**config.mk**
```make
export PLATFORM = sky130hd
export DESIGN_NAME = system_management_responder_core_flat
export DESIGN_NICKNAME = d
export VERILOG_FILES = /design/src/rtl/core/smr_pkg.sv /design/src/rtl/core/smr_if.sv /design/src/rtl/core/smr_cfg_regs.sv /design/src/rtl/core/smr_resp_gen.sv /design/src/rtl/core/system_management_responder_core.sv /design/src/flat_wrapper.sv
export SDC_FILE = /design/constraint.sdc
export NUM_CORES = 1
export LEC_CHECK = 0
export BUFFER_PORTS_ARGS = -buffer_cell sky130_fd_sc_hd__buf_2
export CORE_AREA = 2 2 197 199
export CTS_CLUSTER_DIAMETER = 40
export DETAILED_ROUTE_END_ITERATION = 8
export DIE_AREA = 0 0 199 201
export MAX_ROUTING_LAYER = met4
export PLACE_DENSITY = 0.75
export SLEW_MARGIN = 20
export SYNTH_ARGS = -nofsm -noshare
export SYNTH_HDL_FRONTEND = slang
export SYNTH_SLANG_ARGS = --single-unit
export TNS_END_PERCENT = 5
```
**constraint.sdc**
```tcl
create_clock -name clk_i -period 10.75 [get_ports clk_i]
set_input_delay 0.5375 -clock clk_i [delete_from_list [all_inputs] [get_ports clk_i]]
set_output_delay 0.5375 -clock clk_i [all_outputs]
set_load 0.05 [all_outputs]
```
**src/rtl/core/smr_pkg.sv**
```systemverilog
// Shared types and constants for the system management responder.
package smr_pkg;

  localparam logic [1:0] REQ_MESSAGE  = 2'd0;
  localparam logic [1:0] REQ_TICK     = 2'd1;
  localparam logic [1:0] REQ_POWER_ON = 2'd2;

  localparam logic [3:0] FC_BOARD_ID1 = 4'd0;
  localparam logic [3:0] FC_BOARD_ID2 = 4'd1;
  localparam logic [3:0] FC_POWER     = 4'd2;
  localparam logic [3:0] FC_POLL      = 4'd3;

  localparam logic [1:0] RF_BOARD_ID1 = 2'd0;
  localparam logic [1:0] RF_BOARD_ID2 = 2'd1;
  localparam logic [1:0] RF_POWER     = 2'd2;
  localparam logic [1:0] RF_POLL      = 2'd3;

  localparam logic [3:0] PRIO_TICK     = 4'hE;
  localparam logic [3:0] PRIO_POWER_ON = 4'hF;

  localparam logic [3:0] LEN_FW    = 4'd3;
  localparam logic [3:0] LEN_POWER = 4'd8;
  localparam logic [3:0] LEN_POLL  = 4'd1;

  localparam logic [1:0] CFG_FEATURE_BITMAP = 2'd0;
  localparam logic [1:0] CFG_FW_MAJOR       = 2'd1;
  localparam logic [1:0] CFG_FW_MINOR       = 2'd2;
  localparam logic [1:0] CFG_FW_PATCH       = 2'd3;

  typedef struct packed {
    logic [1:0]  req_type;
    logic [3:0]  func_code;
    logic        is_request;
    logic [3:0]  msg_priority;
    logic [3:0]  msg_length;
    logic [7:0]  msg_byte0;
    logic [31:0] tick_number;
    logic [31:0] volt_bytes;
    logic [31:0] curr_bytes;
  } item_t;

  typedef struct packed {
    logic [1:0]  resp_function;
    logic [3:0]  resp_priority;
    logic [3:0]  resp_length;
    logic [63:0] resp_payload;
    logic        resp_last;
  } resp_t;

  typedef struct packed {
    logic [63:0] id1_payload;
    logic [3:0]  id1_length;
    logic [23:0] fw_payload;
  } board_info_t;

  typedef struct packed {
    logic  has_res;
    logic  final_beat;
    logic  set_poll;
    logic  set_last;
    resp_t res;
  } gen_t;

endpackage

```
**src/rtl/core/smr_if.sv**
```systemverilog
// Item and response channel interfaces.
interface smr_item_if;
  logic        valid;
  logic        ready;
  logic [1:0]  req_type;
  logic [3:0]  func_code;
  logic        is_request;
  logic [3:0]  msg_priority;
  logic [3:0]  msg_length;
  logic [7:0]  msg_byte0;
  logic [31:0] tick_number;
  logic [31:0] volt_bytes;
  logic [31:0] curr_bytes;

  modport source (output valid, req_type, func_code, is_request, msg_priority, msg_length,
                  msg_byte0, tick_number, volt_bytes, curr_bytes, input ready);
  modport sink (input valid, req_type, func_code, is_request, msg_priority, msg_length,
                msg_byte0, tick_number, volt_bytes, curr_bytes, output ready);
endinterface

interface smr_resp_if;
  logic        valid;
  logic        ready;
  logic [1:0]  resp_function;
  logic [3:0]  resp_priority;
  logic [3:0]  resp_length;
  logic [63:0] resp_payload;
  logic        resp_last;

  modport source (output valid, resp_function, resp_priority, resp_length, resp_payload,
                  resp_last, input ready);
  modport sink (input valid, resp_function, resp_priority, resp_length, resp_payload,
                resp_last, output ready);
endinterface

```
**src/rtl/core/smr_cfg_regs.sv**
```systemverilog
// Configuration registers and registered board ID nibble packing.
module smr_cfg_regs import smr_pkg::*; (
  input  logic        clk_i,
  input  logic        rst_ni,
  input  logic        cfg_we_i,
  input  logic [1:0]  cfg_idx_i,
  input  logic [15:0] cfg_data_i,
  output board_info_t info_o
);

  logic [15:0] feature_q;
  logic [7:0]  major_q, minor_q, patch_q;
  logic [63:0] id1_payload_q, id1_payload_d;
  logic [3:0]  id1_length_q, id1_length_d;

  always_ff @(posedge clk_i or negedge rst_ni) begin
    if (!rst_ni) begin
      feature_q     <= '0;
      major_q       <= '0;
      minor_q       <= '0;
      patch_q       <= '0;
      id1_payload_q <= '0;
      id1_length_q  <= '0;
    end else begin
      id1_payload_q <= id1_payload_d;
      id1_length_q  <= id1_length_d;
      if (cfg_we_i) begin
        unique case (cfg_idx_i)
          CFG_FEATURE_BITMAP: feature_q <= cfg_data_i;
          CFG_FW_MAJOR:       major_q   <= cfg_data_i[7:0];
          CFG_FW_MINOR:       minor_q   <= cfg_data_i[7:0];
          CFG_FW_PATCH:       patch_q   <= cfg_data_i[7:0];
          default: ;
        endcase
      end
    end
  end

  // slot k takes the index of the set bit that has exactly k set bits below it
  always_comb begin
    logic [4:0] pre_cnt [16];
    logic [4:0] total;
    for (int i = 0; i < 16; i++) begin
      pre_cnt[i] = 5'($countones(feature_q & ~(16'hFFFF << i)));
    end
    total = 5'($countones(feature_q));
    id1_payload_d = '0;
    for (int k = 0; k < 16; k++) begin
      for (int i = 0; i < 16; i++) begin
        if (feature_q[i] && pre_cnt[i] == 5'(k)) begin
          id1_payload_d[4*k +: 4] = id1_payload_d[4*k +: 4] | 4'(i);
        end
      end
    end
    id1_length_d = 4'((5'(total + 5'd1)) >> 1);
  end

  assign info_o.id1_payload = id1_payload_q;
  assign info_o.id1_length  = id1_length_q;
  assign info_o.fw_payload  = {patch_q, minor_q, major_q};

endmodule

```
**src/rtl/core/smr_resp_gen.sv**
```systemverilog
// Response decode for one item beat: result fields and state updates.
module smr_resp_gen import smr_pkg::*; (
  input  item_t       item_i,
  input  logic        beat_i,
  input  board_info_t info_i,
  input  logic [7:0]  poll_i,
  input  logic [31:0] last_tick_i,
  output gen_t        gen_o
);

  logic [31:0] tick_diff;
  logic        tick_due;

  assign tick_diff = item_i.tick_number - last_tick_i;
  assign tick_due  = (poll_i != 8'd0) && (tick_diff >= {24'd0, poll_i});

  always_comb begin
    gen_o = '0;
    gen_o.final_beat = 1'b1;
    gen_o.res.resp_last = 1'b1;
    unique case (item_i.req_type)
      REQ_MESSAGE: begin
        gen_o.res.resp_priority = item_i.msg_priority;
        unique case (item_i.func_code)
          FC_BOARD_ID1: begin
            gen_o.has_res = item_i.is_request;
            gen_o.res.resp_function = RF_BOARD_ID1;
            gen_o.res.resp_length   = info_i.id1_length;
            gen_o.res.resp_payload  = info_i.id1_payload;
          end
          FC_BOARD_ID2: begin
            gen_o.has_res = item_i.is_request;
            gen_o.res.resp_function = RF_BOARD_ID2;
            gen_o.res.resp_length   = LEN_FW;
            gen_o.res.resp_payload  = {40'd0, info_i.fw_payload};
          end
          FC_POWER: begin
            gen_o.has_res = item_i.is_request;
            gen_o.res.resp_function = RF_POWER;
            gen_o.res.resp_length   = LEN_POWER;
            gen_o.res.resp_payload  = {item_i.curr_bytes, item_i.volt_bytes};
          end
          FC_POLL: begin
            gen_o.has_res  = item_i.is_request;
            gen_o.set_poll = !item_i.is_request && (item_i.msg_length != 4'd0);
            gen_o.res.resp_function = RF_POLL;
            gen_o.res.resp_length   = LEN_POLL;
            gen_o.res.resp_payload  = {56'd0, poll_i};
          end
          default: ;
        endcase
      end
      REQ_TICK: begin
        gen_o.has_res  = tick_due;
        gen_o.set_last = tick_due;
        gen_o.res.resp_function = RF_POWER;
        gen_o.res.resp_priority = PRIO_TICK;
        gen_o.res.resp_length   = LEN_POWER;
        gen_o.res.resp_payload  = {item_i.curr_bytes, item_i.volt_bytes};
      end
      REQ_POWER_ON: begin
        gen_o.has_res = 1'b1;
        gen_o.res.resp_priority = PRIO_POWER_ON;
        if (!beat_i) begin
          gen_o.final_beat        = 1'b0;
          gen_o.res.resp_last     = 1'b0;
          gen_o.res.resp_function = RF_BOARD_ID1;
          gen_o.res.resp_length   = info_i.id1_length;
          gen_o.res.resp_payload  = info_i.id1_payload;
        end else begin
          gen_o.res.resp_function = RF_BOARD_ID2;
          gen_o.res.resp_length   = LEN_FW;
          gen_o.res.resp_payload  = {40'd0, info_i.fw_payload};
        end
      end
      default: ;
    endcase
  end

endmodule

```
**src/rtl/core/system_management_responder_core.sv**
```systemverilog
// System management responder top level: input register, decode, output register.
// Throughput: one item per cycle unless an output stall holds the input register; a
// power-on announce holds it for both of its results. Output stalls back up through it.
// Reset clears polling interval, last send tick, configuration and all valid flags.
module system_management_responder_core import smr_pkg::*; (
  input  logic        clk_i,
  input  logic        rst_ni,
  input  logic        cfg_we_i,
  input  logic [1:0]  cfg_idx_i,
  input  logic [15:0] cfg_data_i,
  smr_item_if.sink    item_i,
  smr_resp_if.source  resp_o
);

  board_info_t info;
  gen_t        gen;
  item_t       item_q, item_d;
  logic        item_vld_q;
  logic        beat_q;
  resp_t       out_q;
  logic        out_vld_q;
  logic [7:0]  poll_q;
  logic [31:0] last_tick_q;
  logic        out_free, advance, item_done, take;

  smr_cfg_regs u_cfg (
    .clk_i,
    .rst_ni,
    .cfg_we_i,
    .cfg_idx_i,
    .cfg_data_i,
    .info_o (info)
  );

  smr_resp_gen u_gen (
    .item_i      (item_q),
    .beat_i      (beat_q),
    .info_i      (info),
    .poll_i      (poll_q),
    .last_tick_i (last_tick_q),
    .gen_o       (gen)
  );

  assign out_free  = !out_vld_q || resp_o.ready;
  assign advance   = item_vld_q && (!gen.has_res || out_free);
  assign item_done = advance && gen.final_beat;
  assign item_i.ready = !item_vld_q || item_done;
  assign take = item_i.valid && item_i.ready;

  assign item_d = '{req_type:     item_i.req_type,
                    func_code:    item_i.func_code,
                    is_request:   item_i.is_request,
                    msg_priority: item_i.msg_priority,
                    msg_length:   item_i.msg_length,
                    msg_byte0:    item_i.msg_byte0,
                    tick_number:  item_i.tick_number,
                    volt_bytes:   item_i.volt_bytes,
                    curr_bytes:   item_i.curr_bytes};

  always_ff @(posedge clk_i or negedge rst_ni) begin
    if (!rst_ni) begin
      item_vld_q  <= 1'b0;
      beat_q      <= 1'b0;
      out_vld_q   <= 1'b0;
      poll_q      <= '0;
      last_tick_q <= '0;
    end else begin
      if (take) begin
        item_vld_q <= 1'b1;
      end else if (item_done) begin
        item_vld_q <= 1'b0;
      end
      if (item_done) begin
        beat_q <= 1'b0;
      end else if (advance) begin
        beat_q <= 1'b1;
      end
      if (advance && gen.has_res) begin
        out_vld_q <= 1'b1;
      end else if (resp_o.ready) begin
        out_vld_q <= 1'b0;
      end
      if (item_done && gen.set_poll) begin
        poll_q <= item_q.msg_byte0;
      end
      if (item_done && gen.set_last) begin
        last_tick_q <= item_q.tick_number;
      end
    end
  end

  always_ff @(posedge clk_i) begin
    if (take) begin
      item_q <= item_d;
    end
    if (advance && gen.has_res) begin
      out_q <= gen.res;
    end
  end

  assign resp_o.valid         = out_vld_q;
  assign resp_o.resp_function = out_q.resp_function;
  assign resp_o.resp_priority = out_q.resp_priority;
  assign resp_o.resp_length   = out_q.resp_length;
  assign resp_o.resp_payload  = out_q.resp_payload;
  assign resp_o.resp_last     = out_q.resp_last;

  a_beat_only_power_on: assert property (@(posedge clk_i) disable iff (!rst_ni)
    beat_q |-> (item_vld_q && item_q.req_type == REQ_POWER_ON))
    else $error("second beat without power-on item");

  a_not_last_is_id1: assert property (@(posedge clk_i) disable iff (!rst_ni)
    (out_vld_q && !out_q.resp_last) |-> (out_q.resp_function == RF_BOARD_ID1))
    else $error("non-final beat is not board ID 1");

  a_poll_change: assert property (@(posedge clk_i) disable iff (!rst_ni)
    (poll_q != $past(poll_q)) |-> $past(item_done && gen.set_poll))
    else $error("poll interval changed without a set message");

  a_last_tick_change: assert property (@(posedge clk_i) disable iff (!rst_ni)
    (last_tick_q != $past(last_tick_q)) |-> $past(advance && gen.set_last))
    else $error("last send tick changed without a tick send");

endmodule
```
**src/flat_wrapper.sv**
```systemverilog
// flat-port wrapper written by rule: the top's interface ports become plain ports
module system_management_responder_core_flat import smr_pkg::*;
  (clk_i, rst_ni, cfg_we_i, cfg_idx_i, cfg_data_i, item_i_valid, item_i_req_type, item_i_func_code, item_i_is_request, item_i_msg_priority, item_i_msg_length, item_i_msg_byte0, item_i_tick_number, item_i_volt_bytes, item_i_curr_bytes, item_i_ready, resp_o_valid, resp_o_resp_function, resp_o_resp_priority, resp_o_resp_length, resp_o_resp_payload, resp_o_resp_last, resp_o_ready);
  smr_item_if item_i_i ();
  smr_resp_if resp_o_i ();
  input  logic clk_i;
  input  logic rst_ni;
  input  logic cfg_we_i;
  input  logic [1:0] cfg_idx_i;
  input  logic [15:0] cfg_data_i;
  input wire logic [$bits(item_i_i.valid)-1:0] item_i_valid;
  input wire logic [$bits(item_i_i.req_type)-1:0] item_i_req_type;
  input wire logic [$bits(item_i_i.func_code)-1:0] item_i_func_code;
  input wire logic [$bits(item_i_i.is_request)-1:0] item_i_is_request;
  input wire logic [$bits(item_i_i.msg_priority)-1:0] item_i_msg_priority;
  input wire logic [$bits(item_i_i.msg_length)-1:0] item_i_msg_length;
  input wire logic [$bits(item_i_i.msg_byte0)-1:0] item_i_msg_byte0;
  input wire logic [$bits(item_i_i.tick_number)-1:0] item_i_tick_number;
  input wire logic [$bits(item_i_i.volt_bytes)-1:0] item_i_volt_bytes;
  input wire logic [$bits(item_i_i.curr_bytes)-1:0] item_i_curr_bytes;
  output wire logic [$bits(item_i_i.ready)-1:0] item_i_ready;
  output wire logic [$bits(resp_o_i.valid)-1:0] resp_o_valid;
  output wire logic [$bits(resp_o_i.resp_function)-1:0] resp_o_resp_function;
  output wire logic [$bits(resp_o_i.resp_priority)-1:0] resp_o_resp_priority;
  output wire logic [$bits(resp_o_i.resp_length)-1:0] resp_o_resp_length;
  output wire logic [$bits(resp_o_i.resp_payload)-1:0] resp_o_resp_payload;
  output wire logic [$bits(resp_o_i.resp_last)-1:0] resp_o_resp_last;
  input wire logic [$bits(resp_o_i.ready)-1:0] resp_o_ready;
  assign item_i_i.valid = item_i_valid;
  assign item_i_i.req_type = item_i_req_type;
  assign item_i_i.func_code = item_i_func_code;
  assign item_i_i.is_request = item_i_is_request;
  assign item_i_i.msg_priority = item_i_msg_priority;
  assign item_i_i.msg_length = item_i_msg_length;
  assign item_i_i.msg_byte0 = item_i_msg_byte0;
  assign item_i_i.tick_number = item_i_tick_number;
  assign item_i_i.volt_bytes = item_i_volt_bytes;
  assign item_i_i.curr_bytes = item_i_curr_bytes;
  assign item_i_ready = item_i_i.ready;
  assign resp_o_valid = resp_o_i.valid;
  assign resp_o_resp_function = resp_o_i.resp_function;
  assign resp_o_resp_priority = resp_o_i.resp_priority;
  assign resp_o_resp_length = resp_o_i.resp_length;
  assign resp_o_resp_payload = resp_o_i.resp_payload;
  assign resp_o_resp_last = resp_o_i.resp_last;
  assign resp_o_i.ready = resp_o_ready;
  system_management_responder_core u_core (.clk_i(clk_i), .rst_ni(rst_ni), .cfg_we_i(cfg_we_i), .cfg_idx_i(cfg_idx_i), .cfg_data_i(cfg_data_i), .item_i(item_i_i), .resp_o(resp_o_i));
endmodule
```
Word-level counts from Yosys, hierarchy flattened
Cells that the tools add are included.
- register bits: 345
- logic and storage cells: 791
- input port bits: 142
- output and inout port bits: 77
- reduce and logical (&&, ||, !) cells: 269
- $add $sub $neg: 34
- eq/ne operators: 218
- muxes and demuxes: 244
- $lt $le $gt $ge: 1
- operators by type and width (operator ; count):
    $mux W4 ; 128
    $eq A5 B4 Y1 const B ; 88
    $pmux W68 S4 ; 1
    $logic_and A1 B1 Y1 ; 234
    $pmux W74 S3 ; 1
    $eq A5 B3 Y1 const B ; 44
    $mux W3 ; 64
    $eq A5 B2 Y1 const B ; 22
    $logic_not A5 Y1 ; 15
    $mux W68 ; 1
    $mux W2 ; 32
    $eq A5 B1 Y1 const B ; 11
    $add A5 B5 Y5 ; 8
    $eq A2 B4 Y1 const B ; 8
    $eq A3 B4 Y1 const B ; 8
    $eq A4 B4 Y1 const B ; 8
    $ge A32 B8 Y1 ; 1
    $sub A32 B32 Y32 ; 1
    $add A1 B1 Y2 ; 8
    $eq A4 B2 Y1 const B ; 4
    $eq A4 B3 Y1 const B ; 4
    $add A5 B1 Y5 ; 3
    $mux W1 ; 15
    $add A2 B2 Y3 ; 4
    25 further kinds ; 53

Logic depth before layout (Yosys ltp)
- depth in word-level cells: 17
- depth in mapped cells: 23
- gate-level depth less buffers: 23

Cells and area by module
From an unflattened synthesis, not the netlist that was laid out.
- cell total of the unflattened synthesis: 1764
- area, all modules: 19851.5 sq um
- by module, submodules not included (module ; instances ; area each (sq um) ; sequential area each (sq um) ; cells an instance):
    smr_cfg_regs ; 1 ; 7872.6 ; 2702.6 ; 830
    system_management_responder_core ; 1 ; 7652.3 ; 6901.6 ; 297
    smr_resp_gen ; 1 ; 4326.6 ; 0.0 ; 637

Worst setup path after synthesis
OpenSTA, ideal clock, no wires.
- kind: register to register
- from: register u_core.last_tick_q[0]
- to: register u_core.out_q (netlist bit u_core.resp_o.resp_function[0]) (enable)
- library setup time: 0.695 ns
- path buffers: 0
- cell stages (with the launch flop): 14
- data arrival time: 10.127 ns
- clock period less this slack: 10.821 ns
- setup slack: -0.071 ns
- cells stage by stage: dfrtp_1 -> ha_1 -> fa_1 -> nand2b_1 -> a21o_1 -> a2111o_1 -> and3_1 -> o31a_1 -> xnor2_1 -> nor4_1 -> and4_4 -> and2_4 -> o21ai_0 -> nor4bb_1
- cells in the longest elaborated chain, start to end: 8
- ends and longest elaborated chain (element ; RTL line ; text):
    from (decl) ; system_management_responder_core.sv:23 ; logic [31:0] last_tick_q;
    from (signal assigned) ; system_management_responder_core.sv:87 ; last_tick_q <= item_q.tick_number;
    $sub A32 B32 Y32 * ; smr_resp_gen.sv:14 ; assign tick_diff = item_i.tick_number - last_tick_i;
    $ge A32 B8 Y1 * ; smr_resp_gen.sv:15 ; assign tick_due = (poll_i != 8'd0) && (tick_diff >= {24'd0, poll_i});
    $logic_and A1 B1 Y1 * ; smr_resp_gen.sv:15 ;
    $pmux W1 S3 * ; smr_resp_gen.sv:21 ; unique case (item_i.req_type)
    $logic_not A1 Y1 ; system_management_responder_core.sv:45 ; assign advance = item_vld_q && (!gen.has_res || out_free);
    $logic_or A1 B1 Y1 ; system_management_responder_core.sv:45 ;
    $logic_and A1 B1 Y1 ; system_management_responder_core.sv:45 ;
    $logic_and A1 B1 Y1 * ; system_management_responder_core.sv:96 ; if (advance && gen.has_res) begin
    to (signal assigned) ; system_management_responder_core.sv:97 ; out_q <= gen.res;
    to (decl) ; system_management_responder_core.sv:20 ; resp_t out_q;
Mark *: on every way between the ends. The rest lies on a longest branch, timed or not.
A chain may end at the register's enable or synchronous reset.

Worst setup path after layout
- from: register u_core.last_tick_q[0]
- to: register u_core.item_q[12] in the netlist's numbering (enable)
- cells in the longest elaborated chain, start to end: 10
- ends and longest elaborated chain (element ; RTL line ; text):
    $sub A32 B32 Y32 ; smr_resp_gen.sv:14 ;
    $ge A32 B8 Y1 ; smr_resp_gen.sv:15 ;
    $logic_and A1 B1 Y1 ; smr_resp_gen.sv:15 ;
    $pmux W1 S3 ; smr_resp_gen.sv:21 ;
    $logic_not A1 Y1 ; system_management_responder_core.sv:45 ;
    $logic_or A1 B1 Y1 ; system_management_responder_core.sv:45 ;
    $logic_and A1 B1 Y1 ; system_management_responder_core.sv:45 ;
    $logic_and A1 B1 Y1 ; system_management_responder_core.sv:46 ; assign item_done = advance && gen.final_beat;
    $logic_or A1 B1 Y1 ; system_management_responder_core.sv:47 ; assign item_i.ready = !item_vld_q || item_done;
    $logic_and A1 B1 Y1 ; system_management_responder_core.sv:48 ; assign take = item_i.valid && item_i.ready;
    via u_core.take ; system_management_responder_core.sv:24 ; logic out_free, advance, item_done, take;
    to (signal assigned) ; system_management_responder_core.sv:94 ; item_q <= item_d;
    to (decl) ; system_management_responder_core.sv:17 ; item_t item_q, item_d;
The timed path passes the listed nets, and every way through them passes these cells.

==> metrics.txt <==
status finished, violations left; failing checks hold timing; Die X 199 um; clock latency on the worst-skew pair 600 ps; maxcap violations 0; footprint of the multi-input gates 8460 um^2; Slowest cell on crit path buf_4; post-synth top area cell edfxtp_1; top cells by area, synth edfxtp_1 31%, dfrtp_1 20%, ha_1 6.7%; vias in the first global route 15288; Ports 219; Layout area overhead 18.3%; reg2reg end u_core.item_q[12]; post-DP HPWL 46100 um; CP Class reg2reg; CTS resizes 0; Yosys top cell area share 31.2%; antenna violations before repair 5; GRT overflow 0; GR Util All Layers 31.3%; slowest cell delay on critical path 670 ps; ys flop type edfxtp_1; Buffers on Ports 218; skew final 35.7 ps; Clock Path Buffers 3; fin crit share 61.8%; initial DRC count 1497; post-synthesis sequential area ratio 51.4%; Netlist Area Pre-Place 18700 um^2; RSZ-0062 raised after global routing false; CTS Buf Count 50; most frequent cells in the layout 217 x buf_2, 194 x edfxtp_1, 185 x nor2_1, 151 x dfrtp_1, 145 x nand2_1; Worst Path Max Fanout 52; post-synthesis net count 1968; Worst-Margin Slew 1190 ps; Hold WS -11.2 ps; mean number of vias per cell 6.01; r2r setup slk 4100 ps; post-route ant nets 0; layout cells sized above 1 21.8%; Die Y 201 um; CTS tree built; r2r startpoint u_core.last_tick_q[0]; Worst Setup Start Kind flop; # fillers 3210; NumNets Final 2195; Ys Warns 0; Post-Route Setup TNS 0 ps; library cells used by synthesis 82; CP endpoint kind flop; Sink Count 345; filler-free cell count of the finished design 2489; CP Launch Point u_core.last_tick_q[0]; WL final 60500 um; total die area 40000 um^2; CTS clk-pin slew, worst paths 60 ps; most common cell after layout, fill and taps aside buf_2; final number of setup-violating endpoints 0; Reg area 9600 um^2; htree depth 2; 1st-pass router iterations 8; number of post-CTS setup repair buffers 0; DR vias 14962; Synth Register Bits 345; GP Congestion 1.07; Fin. Hold Viols 7; min cycle time layout 6650 ps; Req. time, crit path 10950 ps; critical path cell sequence ha_1 > fa_1 > nand2b_1 > a21o_1 > nand2_1 > xor2_1 > ha_1 > a21oi_1 > o22ai_1 > a2111oi_0 > o2111ai_1 > nor4b_1 > nand4_1 > nor4_2 > and4_4 > and2_4 > a21oi_1 > o22ai_4 > buf_4 > buf_4; Mean Syn Cell Area 11.0 um^2; DP Worst Slack 4060 ps; clock root cell clkbuf_16; largest net degree at the start of global routing 80; Rel. slew slack 20.2%; WL/cell 24.3 um; core area 38100 um^2; Worst R2R Path Depth 20; row cnt 72; setup ws final 4100 ps; dpl cells 2392; Max Freq 0.150 GHz; EDFF count, synth 194; max-slew violation count 0; worst path arrival time 6850 ps; ys async rst share 43.8%; Hold Crit Class in2async; DRC 0; global-route wire length before repair 90700 um; Hold-fix buffers, CTS 0; Post-Synthesis Cells 1699; initial core utilization 49.1%
==> how the worst max path moves through the flow <==
| stage | endpoint | cells after the start |
|---|---|---|
| floorplan | u_core.item_q[0] | 18 |
| global placement | u_core.item_q[10] | 20 |
| detailed placement | u_core.item_q[14] | 20 |
| CTS | u_core.item_q[12] | 20 |
| global route | u_core.item_q[12] | 20 |
| finish | u_core.item_q[12] | 20 |
==> critical path, delay by kind of cell (launching register included) <==
family | cells | cell delay (ps)
buffers and inverters | 2 | 1320
and+or+nand+nor | 7 | 1550
adders and majority gates | 3 | 940
DFF | 1 | 380
xor gates and xnor gates | 1 | 180
AOI/OAI and AO/OA | 7 | 1760
==> kinds of logic after synthesis <==
group,synth area share [%]
xor+xnor,1.78
compound gates,14.7
fa+ha+maj,9.58
buf+inv,3.61
flops,51.4
simple gates,13.4
mux,5.56
==> synthesized netlist by cell type (all sizes together) (6+ instances only) <==
cell	count
edfxtp	194
nor2	185
dfrtp	151
nand2	145
a21oi	117
inv	116
ha	100
mux2	76
a22oi	64
o21ai	64
nand3	50
clkbuf	41
nand4	29
fa	27
nor3	25
xnor2	25
a21o	22
a211oi	21
a222oi	16
and3	15
nand2b	15
buf	14
xor2	13
nor2b	12
o2111ai	12
o22ai	10
nor3b	9
nor4	9
o211ai	9
or2	9
o21a	8
a31oi	7
and2	7
a2111oi	6
a221oi	6
==> layer usage <==
layer	global-route usage, %	vias up	share of wire (%)
met5	-	-	0
met4	14.7	0	4.9
met3	5.09	190	6.1
met2	51.5	653	50
met1	37.7	7401	39
li1	-	6718	-
==> through the flow <==
| step | area [um^2] | util (%) |
|---|---|---|
| after floorplan | 18700 | - |
| after global placement | 20300 | 53.4 |
| after detailed placement | 20300 | 53.4 |
| after CTS | 22100 | 58.0 |
| after global routing | 22100 | 58.0 |
| final | 22100 | 58.0 |
==> layout make-up <==
type / instances / share of cell area, %
Sequential cell: 345 / 43.4
Clock buffer: 58 / 6.21
Tap cell: 518 / 2.93
Clock inverter: 36 / 1.80
Multi-Input combinational cell: 1183 / 38.3
Antenna cell: 3 / 0.0339
Timing Repair Buffer: 230 / 5.37
Inverter: 116 / 1.97
==> sequential cells by signal (all words and copies together) (netlist names), 8 cells and up <==
name                        cells
u_core.u_cfg.minor_q            8
u_core.u_cfg.major_q            8
u_core.u_cfg.patch_q            8
u_core.u_cfg.id1_payload_q     64
u_core.last_tick_q             32
u_core.poll_q                   8
u_core.resp_o.resp_payload     64
u_core.item_q                 119
u_core.u_cfg.feature_q         16
Power is left out: the tool's default activity adds up to more than one toggle a clock period on the data nets, which glitch-free logic cannot reach.
